$ cat config.mk
export PLATFORM = sky130hd
export DESIGN_NAME = multirate_software_timer_bank_flat
export DESIGN_NICKNAME = d
export VERILOG_FILES = /design/src/sv/mstb_pkg.sv /design/src/sv/mstb_channels.sv /design/src/sv/mstb_ram.sv /design/src/sv/mstb_ctrl.sv /design/src/sv/mstb_report.sv /design/src/sv/multirate_software_timer_bank.sv /design/src/flat_wrapper.sv
export SDC_FILE = /design/constraint.sdc
export NUM_CORES = 1
export LEC_CHECK = 0
export ABC_AREA = 1
export BUFFER_PORTS_ARGS = -buffer_cell sky130_fd_sc_hd__buf_2
export CAP_MARGIN = 20
export CORE_MARGIN = 2
export CORE_UTILIZATION = 55
export CTS_CLUSTER_DIAMETER = 120
export CTS_CLUSTER_SIZE = 8
export DETAILED_ROUTE_END_ITERATION = 8
export PLACE_DENSITY = 0.72
export SETUP_SLACK_MARGIN = 0.1
export SLEW_MARGIN = 40
export SYNTH_ARGS = -nofsm -noshare
export SYNTH_HDL_FRONTEND = slang
export SYNTH_SLANG_ARGS = --single-unit
$ cat constraint.sdc
create_clock -name clock -period 9.5 [get_ports clock]
set_input_delay 1.9 -clock clock [delete_from_list [all_inputs] [get_ports clock]]
set_output_delay 1.9 -clock clock [all_outputs]
set_load 0.02 [all_outputs]
$ cat src/sv/mstb_pkg.sv
package mstb_pkg;

   localparam int NUM_TIMERS  = 16;
   localparam int FAST_END    = 6;
   localparam int MEDIUM_END  = 11;
   localparam int TIMER_WIDTH = 16;

   localparam int ADDR_W = (NUM_TIMERS > 1) ? $clog2(NUM_TIMERS) : 1;

   localparam int MEDIUM_DIV = 10;
   localparam int SLOW_DIV   = 100;

   // Reciprocal of 15 scaled by 2**20; exact for quotients up to the saturation point.
   localparam int RECIP_15   = 69906;
   localparam int MINUTE_SAT = 2048 * 60;

   typedef logic [TIMER_WIDTH-1:0] timer_type;

   localparam timer_type STOPPED = '1;

   typedef enum logic [1:0] {
      CMD_TICK  = 2'd0,
      CMD_SET   = 2'd1,
      CMD_STOP  = 2'd2,
      CMD_QUERY = 2'd3
   } command_type;

   typedef enum logic [2:0] {
      ST_IDLE,
      ST_SWEEP,
      ST_DRAIN,
      ST_READ,
      ST_REPORT
   } state_type;

   typedef struct packed {
      logic load;
      logic hit;
   } report_ctl_type;

   function automatic timer_type step_down(timer_type v);
      if (v != '0 && v != STOPPED) begin
         return v - timer_type'(1);
      end
      return v;
   endfunction

   function automatic logic [15:0] units_of(timer_type v);
      if (34'(v) > 34'd65535) begin
         return 16'hFFFF;
      end
      return 16'(v);
   endfunction

   // Rounded-up division by 60: add 59, divide by 4 with a shift, then by 15
   // through the scaled reciprocal.
   function automatic logic [10:0] minutes_of(timer_type v);
      logic [33:0] x;
      logic [14:0] y;
      logic [31:0] p;
      x = 34'(v) + 34'd59;
      y = x[16:2];
      p = 32'(y) * 32'(RECIP_15);
      if (x >= 34'(MINUTE_SAT)) begin
         return 11'h7FF;
      end
      return p[30:20];
   endfunction

endpackage

$ cat src/sv/mstb_channels.sv
interface mstb_req_if;
   logic        valid;
   logic        ready;
   logic [1:0]  command;
   logic [3:0]  timer_index;
   logic [15:0] load_value;

   modport source (output valid, output command, output timer_index, output load_value,
                   input ready);
   modport sink   (input valid, input command, input timer_index, input load_value,
                   output ready);
endinterface

interface mstb_rsp_if;
   logic        valid;
   logic        ready;
   logic        is_running;
   logic [15:0] units_left;
   logic [10:0] minutes_left;
   logic [15:0] tick_count;

   modport source (output valid, output is_running, output units_left,
                   output minutes_left, output tick_count, input ready);
   modport sink   (input valid, input is_running, input units_left,
                   input minutes_left, input tick_count, output ready);
endinterface

$ cat src/sv/mstb_ram.sv
module mstb_ram #(
   parameter int WIDTH = 16,
   parameter int DEPTH = 16
) (
   input  logic                       clock,
   input  logic                       wr_en,
   input  logic [$clog2(DEPTH)-1:0]   wr_addr,
   input  logic [WIDTH-1:0]           wr_data,
   input  logic                       rd_en,
   input  logic [$clog2(DEPTH)-1:0]   rd_addr,
   output logic [WIDTH-1:0]           rd_data
);

   logic [WIDTH-1:0] mem_ff [DEPTH];
   logic [WIDTH-1:0] rd_data_ff;

   always_ff @(posedge clock) begin
      if (wr_en) begin
         mem_ff[wr_addr] <= wr_data;
      end
      if (rd_en) begin
         rd_data_ff <= mem_ff[rd_addr];
      end
   end

   assign rd_data = rd_data_ff;

endmodule

$ cat src/sv/mstb_ctrl.sv
module mstb_ctrl (
   input  logic                       clock,
   input  logic                       reset,
   mstb_req_if.sink                   req,
   input  logic                       slot_free,
   output logic                       wr_en,
   output logic [mstb_pkg::ADDR_W-1:0] wr_addr,
   output mstb_pkg::timer_type        wr_data,
   output logic                       rd_en,
   output logic [mstb_pkg::ADDR_W-1:0] rd_addr,
   input  mstb_pkg::timer_type        rd_data,
   output mstb_pkg::report_ctl_type   rpt,
   output logic [15:0]                tick_count
);
   import mstb_pkg::*;

   state_type               state_ff, state_in;
   logic [ADDR_W-1:0]       cnt_ff, cnt_in;
   logic [ADDR_W-1:0]       wb_addr_ff, wb_addr_in;
   logic                    pend_ff, pend_in;
   logic [3:0]              idx_ff, idx_in;
   logic                    med_due_ff, med_due_in;
   logic                    slow_due_ff, slow_due_in;
   logic [3:0]              med_pre_ff, med_pre_in;
   logic [6:0]              slow_pre_ff, slow_pre_in;
   logic [15:0]             tick_ff, tick_in;
   logic [NUM_TIMERS-1:0]   vld_ff, vld_in;

   logic                    req_hit;
   logic [3:0]              med_next;
   logic [6:0]              slow_next;
   timer_type               swept;
   int unsigned             wb_pos;

   assign req_hit = 32'(req.timer_index) < NUM_TIMERS;
   assign med_next  = med_pre_ff + 4'd1;
   assign slow_next = slow_pre_ff + 7'd1;
   assign wb_pos    = 32'(wb_addr_ff);

   // Fast, medium and slow steps cover disjoint index ranges, so an entry steps at most once.
   always_comb begin
      swept = vld_ff[wb_addr_ff] ? rd_data : '0;
      if (wb_pos < FAST_END) begin
         swept = step_down(swept);
      end
      if (med_due_ff && wb_pos >= FAST_END && wb_pos < MEDIUM_END) begin
         swept = step_down(swept);
      end
      if (slow_due_ff && wb_pos >= MEDIUM_END) begin
         swept = step_down(swept);
      end
   end

   always_ff @(posedge clock) begin
      if (reset) begin
         state_ff    <= ST_IDLE;
         pend_ff     <= 1'b0;
         med_pre_ff  <= '0;
         slow_pre_ff <= '0;
         tick_ff     <= '0;
         vld_ff      <= '0;
         cnt_ff      <= '0;
         med_due_ff  <= 1'b0;
         slow_due_ff <= 1'b0;
      end else begin
         state_ff    <= state_in;
         pend_ff     <= pend_in;
         med_pre_ff  <= med_pre_in;
         slow_pre_ff <= slow_pre_in;
         tick_ff     <= tick_in;
         vld_ff      <= vld_in;
         cnt_ff      <= cnt_in;
         med_due_ff  <= med_due_in;
         slow_due_ff <= slow_due_in;
      end
      wb_addr_ff <= wb_addr_in;
      idx_ff     <= idx_in;
   end

   always_comb begin
      state_in    = state_ff;
      cnt_in      = cnt_ff;
      wb_addr_in  = wb_addr_ff;
      pend_in     = 1'b0;
      idx_in      = idx_ff;
      med_due_in  = med_due_ff;
      slow_due_in = slow_due_ff;
      med_pre_in  = med_pre_ff;
      slow_pre_in = slow_pre_ff;
      tick_in     = tick_ff;
      vld_in      = vld_ff;
      req.ready   = 1'b0;
      wr_en       = 1'b0;
      wr_addr     = wb_addr_ff;
      wr_data     = swept;
      rd_en       = 1'b0;
      rd_addr     = cnt_ff;
      rpt.load    = 1'b0;
      rpt.hit     = (32'(idx_ff) < NUM_TIMERS) && vld_ff[ADDR_W'(idx_ff)];

      // A swept entry comes back from the memory in the cycle after its read.
      if (pend_ff && vld_ff[wb_addr_ff]) begin
         wr_en = 1'b1;
      end

      unique case (state_ff)
         ST_IDLE: begin
            req.ready = 1'b1;
            // Ready is high throughout this state, so valid alone marks an accepted item.
            if (req.valid) begin
               idx_in = req.timer_index;
               state_in = ST_READ;
               unique case (command_type'(req.command))
                  CMD_TICK: begin
                     med_due_in  = med_next >= 4'(MEDIUM_DIV);
                     med_pre_in  = (med_next >= 4'(MEDIUM_DIV)) ? 4'd0 : med_next;
                     slow_due_in = slow_next >= 7'(SLOW_DIV);
                     slow_pre_in = (slow_next >= 7'(SLOW_DIV)) ? 7'd0 : slow_next;
                     tick_in     = tick_ff + 16'd1;
                     cnt_in      = '0;
                     state_in    = ST_SWEEP;
                  end
                  CMD_SET, CMD_STOP: begin
                     if (req_hit) begin
                        wr_en   = 1'b1;
                        wr_addr = ADDR_W'(req.timer_index);
                        wr_data = (command_type'(req.command) == CMD_SET) ?
                                  timer_type'(req.load_value) : STOPPED;
                        vld_in[ADDR_W'(req.timer_index)] = 1'b1;
                     end
                  end
                  CMD_QUERY: begin
                  end
               endcase
            end
         end
         ST_SWEEP: begin
            rd_en      = 1'b1;
            rd_addr    = cnt_ff;
            pend_in    = 1'b1;
            wb_addr_in = cnt_ff;
            cnt_in     = cnt_ff + ADDR_W'(1);
            if (cnt_ff == ADDR_W'(NUM_TIMERS - 1)) begin
               state_in = ST_DRAIN;
            end
         end
         ST_DRAIN: begin
            state_in = ST_READ;
         end
         ST_READ: begin
            rd_en    = 1'b1;
            rd_addr  = ADDR_W'(idx_ff);
            state_in = ST_REPORT;
         end
         ST_REPORT: begin
            if (slot_free) begin
               rpt.load = 1'b1;
               state_in = ST_IDLE;
            end
         end
         default: begin
            state_in = ST_IDLE;
         end
      endcase
   end

   assign tick_count = tick_ff;

endmodule

$ cat src/sv/mstb_report.sv
module mstb_report (
   input  logic                      clock,
   input  logic                      reset,
   input  mstb_pkg::report_ctl_type  rpt,
   input  mstb_pkg::timer_type       rd_data,
   input  logic [15:0]               tick_count,
   output logic                      slot_free,
   mstb_rsp_if.source                rsp
);
   import mstb_pkg::*;

   logic        valid_ff, valid_in;
   logic        running_ff, running_in;
   logic [15:0] units_ff, units_in;
   logic [10:0] minutes_ff, minutes_in;
   logic [15:0] tick_ff, tick_in;
   timer_type   v;

   assign slot_free = !valid_ff || rsp.ready;

   always_comb begin
      v          = rpt.hit ? rd_data : '0;
      valid_in   = valid_ff && !rsp.ready;
      running_in = running_ff;
      units_in   = units_ff;
      minutes_in = minutes_ff;
      tick_in    = tick_ff;
      if (rpt.load) begin
         valid_in   = 1'b1;
         running_in = (v != '0) && (v != STOPPED);
         units_in   = (v == STOPPED) ? 16'd0 : units_of(v);
         minutes_in = (v == STOPPED) ? 11'd0 : minutes_of(v);
         tick_in    = tick_count;
      end
   end

   always_ff @(posedge clock) begin
      if (reset) begin
         valid_ff <= 1'b0;
      end else begin
         valid_ff <= valid_in;
      end
      running_ff <= running_in;
      units_ff   <= units_in;
      minutes_ff <= minutes_in;
      tick_ff    <= tick_in;
   end

   assign rsp.valid        = valid_ff;
   assign rsp.is_running   = running_ff;
   assign rsp.units_left   = units_ff;
   assign rsp.minutes_left = minutes_ff;
   assign rsp.tick_count   = tick_ff;

endmodule

$ cat src/sv/multirate_software_timer_bank.sv
// Bank of down-counting timers in three rate groups (every tick, every 10th
// tick, every 100th tick), held in one single-port-read memory. Every item
// returns one result describing the addressed timer after the command. A set,
// stop or query item goes through the read and report states until the block
// is ready again; a tick item walks all NUM_TIMERS entries through one
// decrementer, one entry a cycle, then goes through drain, read and report.
// A further item is accepted once the result of the previous one has reached
// the output register, even while that result still waits to be taken.
module multirate_software_timer_bank (
   input  logic       clock,
   input  logic       reset,
   mstb_req_if.sink   req_chan,
   mstb_rsp_if.source rsp_chan
);
   import mstb_pkg::*;

   logic              wr_en;
   logic [ADDR_W-1:0] wr_addr;
   timer_type         wr_data;
   logic              rd_en;
   logic [ADDR_W-1:0] rd_addr;
   timer_type         rd_data;
   report_ctl_type    rpt;
   logic              slot_free;
   logic [15:0]       tick_count;

   mstb_ram #(
      .WIDTH (TIMER_WIDTH),
      .DEPTH (1 << ADDR_W)
   ) u_ram (
      .clock   (clock),
      .wr_en   (wr_en),
      .wr_addr (wr_addr),
      .wr_data (wr_data),
      .rd_en   (rd_en),
      .rd_addr (rd_addr),
      .rd_data (rd_data)
   );

   mstb_ctrl u_ctrl (
      .clock      (clock),
      .reset      (reset),
      .req        (req_chan),
      .slot_free  (slot_free),
      .wr_en      (wr_en),
      .wr_addr    (wr_addr),
      .wr_data    (wr_data),
      .rd_en      (rd_en),
      .rd_addr    (rd_addr),
      .rd_data    (rd_data),
      .rpt        (rpt),
      .tick_count (tick_count)
   );

   mstb_report u_report (
      .clock      (clock),
      .reset      (reset),
      .rpt        (rpt),
      .rd_data    (rd_data),
      .tick_count (tick_count),
      .slot_free  (slot_free),
      .rsp        (rsp_chan)
   );

   // The sweep never reads the entry it is writing back in the same cycle.
   a_no_rw_clash: assert property (@(posedge clock) disable iff (reset)
      !(wr_en && rd_en && wr_addr == rd_addr))
      else $error("memory read and write hit the same entry");

   // Only one item is in progress at a time.
   a_one_item: assert property (@(posedge clock) disable iff (reset)
      (req_chan.valid && req_chan.ready) |=> !req_chan.ready)
      else $error("item accepted while another is in progress");

   // A result is only loaded into a free output slot and then shows as valid.
   a_load_free: assert property (@(posedge clock) disable iff (reset)
      rpt.load |-> slot_free)
      else $error("result loaded over one not yet taken");

   a_load_shown: assert property (@(posedge clock) disable iff (reset)
      rpt.load |=> rsp_chan.valid)
      else $error("loaded result not presented");

endmodule

$ cat src/flat_wrapper.sv
// flat-port wrapper written by rule: the top's interface ports become plain ports
module multirate_software_timer_bank_flat import mstb_pkg::*;
  (clock, reset, req_chan_valid, req_chan_command, req_chan_timer_index, req_chan_load_value, req_chan_ready, rsp_chan_valid, rsp_chan_is_running, rsp_chan_units_left, rsp_chan_minutes_left, rsp_chan_tick_count, rsp_chan_ready);
  mstb_req_if req_chan_i ();
  mstb_rsp_if rsp_chan_i ();
  input  logic clock;
  input  logic reset;
  input wire logic [$bits(req_chan_i.valid)-1:0] req_chan_valid;
  input wire logic [$bits(req_chan_i.command)-1:0] req_chan_command;
  input wire logic [$bits(req_chan_i.timer_index)-1:0] req_chan_timer_index;
  input wire logic [$bits(req_chan_i.load_value)-1:0] req_chan_load_value;
  output wire logic [$bits(req_chan_i.ready)-1:0] req_chan_ready;
  output wire logic [$bits(rsp_chan_i.valid)-1:0] rsp_chan_valid;
  output wire logic [$bits(rsp_chan_i.is_running)-1:0] rsp_chan_is_running;
  output wire logic [$bits(rsp_chan_i.units_left)-1:0] rsp_chan_units_left;
  output wire logic [$bits(rsp_chan_i.minutes_left)-1:0] rsp_chan_minutes_left;
  output wire logic [$bits(rsp_chan_i.tick_count)-1:0] rsp_chan_tick_count;
  input wire logic [$bits(rsp_chan_i.ready)-1:0] rsp_chan_ready;
  assign req_chan_i.valid = req_chan_valid;
  assign req_chan_i.command = req_chan_command;
  assign req_chan_i.timer_index = req_chan_timer_index;
  assign req_chan_i.load_value = req_chan_load_value;
  assign req_chan_ready = req_chan_i.ready;
  assign rsp_chan_valid = rsp_chan_i.valid;
  assign rsp_chan_is_running = rsp_chan_i.is_running;
  assign rsp_chan_units_left = rsp_chan_i.units_left;
  assign rsp_chan_minutes_left = rsp_chan_i.minutes_left;
  assign rsp_chan_tick_count = rsp_chan_i.tick_count;
  assign rsp_chan_i.ready = rsp_chan_ready;
  multirate_software_timer_bank u_core (.clock(clock), .reset(reset), .req_chan(req_chan_i), .rsp_chan(rsp_chan_i));
endmodule
==> flow_metrics.tcl, run 1 <==
set metrics [dict create \
    fin_total_pwr_mw 5.91 \
    hold_viol_final 0 \
    clockBufferDepth 3 \
    gr-usage-all-layers 0.265 \
    diodes 0 \
    synth_area_leaders "edfxtp_1 (48%), ha_1 (6.1%), nand2_1 (5.9%)" \
    antenna_found_initial 0 \
    grt_max_degree 93 \
    ys_seq_area_frac 0.536 \
    r2r-start "u_core.u_ctrl.idx_ff[0]" \
    avgSynthCellArea_um2 9.52 \
    clock_sinks 378 \
    drv_cap 0 \
    area_growth_pct 11.4 \
    vias_per_cell 5.75 \
    final_cells 2677 \
    routedWlPerCell_um 18.7 \
    p_per_area_nw_per_um2 263 \
    core_area_um2 36300 \
    overflow 0 \
    die_area_um2 38200 \
    worstSetupPathType "reg -> reg" \
    final_layout_size_suffix_gt1_frac 0.116 \
    ff2ff_setup_slack_ns 1.77 \
    start_kind "flop" \
    cp_max_fo 16 \
    rows 70 \
    syn_nets 2263 \
    relSlewSlack 0.437 \
    rsz0062_at_grt "false" \
    setup-violations-final 0 \
    initial_core_util 0.555 \
    worstRegToRegCells 32 \
    clock.fmax_mhz 129 \
    clk_latency_ns 0.57 \
    peakVddDrop_mv 0.200 \
    layout.nets 2335 \
    dp_hpwl_mm 33.3 \
    yosysWarnings 0 \
    hold_depth 0 \
    hp-start "u_core.u_ctrl.tick_count[15]" \
    critPathLaunch "u_core.u_ctrl.idx_ff[0]" \
    synth_area_leader_cell "edfxtp_1" \
    routed_wl_mm 50.2 \
    numCtsBuffers 53 \
    ys_seq_elements 378 \
    drtAntennaViolNets 0 \
    grt_pass1_wl_mm 79.5 \
    cts_tree "done" \
    leakage_nw 9.30 \
    period_needed_ns 7.73 \
    io_buffers 71 \
    htreeDepth 2 \
    worst_pin_slew_ns 0.839 \
    final.setup.tns_ns 0 \
    final.period_utilization 0.814 \
    cts_resized 0 \
    crit_top_cell "nor2_1" \
    firstDrtPassIters 8 \
    ios 72 \
    status "completed" \
    cts_setup_buffers 0 \
    arrival_ns 8.13 \
    worst_path_largest_cell_delay_ns 0.56 \
    vias 15400 \
    place_inst 2603 \
    clkTransAtPathRegs_ns 0.05 \
    synth.cell_area_um2 20200 \
    cp-end-kind "flop" \
    grt_pass1_vias 15100 \
    drt_iter0_markers 1269 \
    synthCells 2118 \
    synth_edf_count 324 \
    postCtsHoldBufs 0 \
    holdCritPathClass "reg -> reg" \
    root_buffer "clkbuf_16" \
    critPathSlowestCell "edfxtp_1" \
    fin_skew_ns 0.0340 \
    async_flop_share 0 \
    utilization 0.618 \
    die_y_um 195 \
    worstPathRequired_ns 9.90 \
    synth_flop_cell "edfxtp_1" \
    post-route-drc-count 0 \
    die_x_um 195 \
    synth_cell_types 55 \
    synth_top_area_share 0.482 \
    gp_congestion 0.905 \
    slew_violations 0 \
]
==> registers in the layout (all words and copies together) (netlist names), 7 cells and up <==
name / count
u_core.u_report.rsp.tick_count: 16
u_core.u_ram.rd_data: 16
u_core.u_ctrl.tick_count: 16
u_core.u_report.rsp.minutes_left: 11
u_core.u_ram.mem_ff: 256
u_core.u_ctrl.vld_ff: 16
u_core.u_report.rsp.units_left: 16
u_core.u_ctrl.slow_pre_ff: 7
==> placed cells by master, fill, tap and decap left out, drive strengths merged, types with 10 or more instances in the layout <==
master	count
ha	98
o221ai	44
nand3	101
o21ai	195
nand2	347
nor2	320
nand4	36
a31oi	10
xor2	21
a21oi	71
inv	262
o22ai	23
fa	21
dfxtp	54
o211ai	26
buf	96
nor3	25
clkbuf	71
edfxtp	324
==> final timing paths <==
| check | end |
|---|---|
| setup / recovery | u_core.u_report.rsp.minutes_left[8] |
| hold / removal | u_core.u_report.rsp.tick_count[15] |
| setup reg to reg | u_core.u_report.rsp.minutes_left[8] |
| hold reg to reg | u_core.u_report.rsp.tick_count[15] |
==> cell type report <==
cell class / count / area, µm²
Sequential cell: 378 / 10800
Tap cell: 468 / 586
Multi-Input combinational cell: 1397 / 8100
Timing Repair Buffer: 96 / 547
Clock inverter: 3 / 45.0
Clock buffer: 71 / 1390
Inverter: 264 / 997
Fill cell: 2928 / 13900
==> power breakdown <==
group | internal [mW] | total (mW) | switching, mW | leakage [nW]
logic | 0.680 | 2.18 | 1.50 | 5.21
clock network | 1.00 | 1.66 | 0.654 | 0.695
registers | 2.03 | 2.08 | 0.0488 | 3.39
total | 3.71 | 5.91 | 2.20 | 9.30
==> cell usage after synthesis, types with 4 or more instances <==
cell type,n
edfxtp_1,324
nand2_1,318
nor2_1,305
inv_1,246
o21ai_0,173
ha_1,98
nand3_1,95
a21oi_1,70
clkbuf_1,64
dfxtp_1,54
o221ai_1,44
nand4_1,35
nand2_2,26
o211ai_1,26
nor3_1,25
o22ai_1,23
fa_1,21
xor2_1,20
o21ai_1,17
inv_2,14
a31oi_1,10
nor2_4,9
nor4_1,8
o41ai_1,8
or2_2,7
buf_6,6
nor2_2,6
a21o_1,5
nand3_2,5
o21ai_2,5
and3_1,4
buf_4,4
==> routing by layer <==
| metal | track usage | share of wire | vias to the layer above | routed length (µm) |
|---|---|---|---|---|
| met5 | 0 | 0 | - | 0 |
| met4 | 0.121 | 0.044 | 0 | 2210 |
| met3 | 0.0396 | 0.067 | 140 | 3380 |
| met2 | 0.467 | 0.49 | 580 | 24600 |
| met1 | 0.323 | 0.40 | 7210 | 19900 |
| li1 | - | - | 7462 | - |
==> per-stage QoR <==
step	instance area (µm²)	worst slack (ns)	hold WS, ns
floorplan	20200	2.88	0.431
global placement	21000	2.12	0.444
detailed placement	21000	1.84	0.448
CTS	22500	1.77	0.435
global route	22500	1.06	0.462
finish	22500	1.77	0.439
==> worst max-delay path: cells and delay by family, from the launching register on <==
kind	cells	cell delay, ns
fa+ha+maj	6	2.46
flops	1	0.56
simple gates	13	2.18
buf+inv	5	0.65
compound gates	8	1.67
==> kinds of logic (layout without fill, tap and decap cells) <==
group | count (synthesis) | in the layout | synth area share
AND/OR/NAND/NOR | 850 | 850 | 0.184
flip-flops | 378 | 378 | 0.536
AO/OA/AOI/OAI | 404 | 404 | 0.121
buffers and inverters | 343 | 434 | 0.0671
adder cells (fa/ha/maj) | 119 | 119 | 0.0816
XOR/XNOR | 24 | 24 | 0.0108
No activity file was read; power rests on OpenSTA's default activity.
==> run 2, diff against run 1 <==
--- a/config.mk
+++ b/config.mk
@@ -13,7 +13,7 @@
 export CTS_CLUSTER_DIAMETER = 120
 export CTS_CLUSTER_SIZE = 8
 export DETAILED_ROUTE_END_ITERATION = 8
-export PLACE_DENSITY = 0.72
+export PLACE_DENSITY = 0.75
 export SETUP_SLACK_MARGIN = 0.1
 export SLEW_MARGIN = 40
 export SYNTH_ARGS = -nofsm -noshare
==> constraint.sdc (replaced) <==
create_clock -name clock -period 6.4 [get_ports clock]
set_input_delay 1.28 -clock clock [delete_from_list [all_inputs] [get_ports clock]]
set_output_delay 1.28 -clock clock [all_outputs]
set_load 0.02 [all_outputs]
==> run 2 against run 1 <==
The run now ends with negative setup slack left. Sequential share of layout area down 2.1 points. Design area grew 4.5%. Critical path depth increased by 1. Clock power rose by 50%. Global-route usage up 0.64 points. Clock skew shrank 0.0060 ns. Critical path type unchanged. Critical endpoint is now u_core.u_report.rsp.minutes_left[10]. Largest cell class unchanged. Largest power group unchanged.
==> flow_metrics.tcl, run 2 (same netlist as run 1, synthesis figures left out) <==
set metrics [dict create \
    clkTransAtPathRegs_ns 0.05 \
    peakVddDrop_mv 0.321 \
    use_met2 0.481 \
    grt_pass1_vias 15700 \
    grt_max_degree 86 \
    leakage_nw 9.67 \
    grt_use_met1 0.332 \
    initial_core_util 0.555 \
    ios 72 \
    clock.fmax_mhz 156 \
    die_x_um 195 \
    final_cell_mix "edfxtp_1 (324), nand2_1 (304), nor2_1 (279)" \
    status "finished with violations" \
    post-route-cell-area_um2 23500 \
    period_needed_ns 6.41 \
    drv_cap 0 \
    n_fill_cell 2836 \
    worst_path_largest_cell_delay_ns 0.59 \
    dp_hpwl_mm 34.0 \
    root_buffer "clkbuf_16" \
    cts_tree "done" \
    p_per_area_nw_per_um2 412 \
    rsz0062_at_grt "true" \
    hold_viol_final 0 \
    holdCritPathClass "reg -> reg" \
    r2r-start "u_core.u_ctrl.idx_ff[0]" \
    busiest_layer "met2" \
    seq_area_um2 10800 \
    place_inst 2652 \
    io_buffers 71 \
    area_growth_pct 16.5 \
    crit_top_cell "nand2_2" \
    drt_iter0_markers 1245 \
    gp_congestion 0.921 \
    die_y_um 195 \
    grt_pass1_wl_mm 81.3 \
    final_cells 2746 \
    diodes 0 \
    die_area_um2 38200 \
    cp-endpoint "u_core.u_report.rsp.minutes_left[10]" \
    clock_sinks 378 \
    fin_skew_ns 0.0280 \
    vias_per_cell 5.85 \
    largest_register_ffs 256 \
    core_area_um2 36300 \
    final_common_cell "edfxtp_1" \
    gr-usage-all-layers 0.272 \
    cp_max_fo 6 \
    failed_checks "negative setup slack" \
    start_kind "flop" \
    routedWlPerCell_um 19.2 \
    fin_ws_ns -0.0142 \
    ff2ff_setup_slack_ns -0.01 \
    critPathSlowestCell "fa_2" \
    cp-end-kind "flop" \
    arrival_ns 6.71 \
    rows 70 \
    htreeDepth 2 \
    final.period_utilization 1.00 \
    postCtsHoldBufs 0 \
    routed_wl_mm 52.8 \
    clockBufferDepth 3 \
    slew_violations 0 \
    vias 16100 \
    rr_endpoint "u_core.u_report.rsp.minutes_left[10]" \
    numCtsBuffers 53 \
    holdWs_ns 0.468 \
    overflow 0 \
    relSlewSlack 0.417 \
    final_layout_size_suffix_gt1_frac 0.177 \
    worstPathRequired_ns 6.69 \
    drtAntennaViolNets 0 \
    critPathLaunch "u_core.u_ctrl.idx_ff[0]" \
    setup-violations-final 1 \
    clk_latency_ns 0.58 \
    place_area_um2 21500 \
    met3_usage 0.0347 \
    firstDrtPassIters 6 \
    multi_input_area_um2 8550 \
    layout.nets 2403 \
    antenna_found_initial 0 \
    worstRegToRegCells 33 \
    top_register "u_core.u_ram.mem_ff" \
    post-route-drc-count 0 \
    fin_total_pwr_mw 9.69 \
    worst_pin_slew_ns 0.873 \
    worstSetupPathType "reg -> reg" \
]
## run 2: worst min-delay path by stage
stage	from	endpoint	slack (ns)	cells after the start
2_1_floorplan	u_core.u_ctrl.tick_count[2]	u_core.u_report.rsp.tick_count[2]	0.43	0
4_1_cts	u_core.u_ctrl.tick_count[15]	u_core.u_report.rsp.tick_count[15]	0.47	0
3_5_place_dp	u_core.u_ctrl.tick_count[15]	u_core.u_report.rsp.tick_count[15]	0.46	0
3_3_place_gp	u_core.u_ctrl.tick_count[15]	u_core.u_report.rsp.tick_count[15]	0.45	0
5_1_grt	u_core.u_ctrl.tick_count[15]	u_core.u_report.rsp.tick_count[15]	0.47	0
6_report	u_core.u_ctrl.tick_count[15]	u_core.u_report.rsp.tick_count[15]	0.47	0
## run 2: area by class of cell
type                    count  share of cell area
well taps                 468              0.0249
clock buffers              71              0.0593
repair inverters            1            0.000320
multi-input cells        1397               0.364
repair buffers            163              0.0456
inverters                 264              0.0427
clock inverters             4             0.00288
flip-flops and latches    378               0.460
## run 2: per-layer routing
layer  vias up  part of all wire
li1       7589                 -
met1      7642              0.39
met2       667              0.50
met3       158             0.070
met4         0             0.042
met5         -                 0
## run 2: critical path, delay by kind of cell, from the launching register on
kind	cells	cell delay [ns]
adders and majority gates	6	2.34
and+or+nand+nor	14	1.77
AOI/OAI and AO/OA	10	1.14
DFF	1	0.41
xor gates and xnor gates	1	0.24
buffers and inverters	2	0.22
## run 2: timing repair
item,CTS,global route
endpoints found under the hold margin,0,0
setup endpoints to repair,5,90
setup buffers,8,11
pin swaps,15,37
resized for setup,13,90
cloned,0,1
## run 2: where the power goes
part	switching, mW	internal, mW
Combinational	2.64	1.49
Sequential	0.0615	3.01
Clock	0.989	1.50
## run 2: stage by stage
| stage | utilization | worst slack (ns) | TNS, ns |
|---|---|---|---|
| after global placement | 0.590 | -0.0708 | -0.0773 |
| after floorplan | - | 0.102 | 0 |
| after detailed placement | 0.590 | -0.287 | -0.941 |
| after global routing | 0.646 | -0.273 | -1.37 |
| final | 0.646 | -0.0142 | -0.0142 |
| after CTS | 0.634 | 0.101 | 0 |
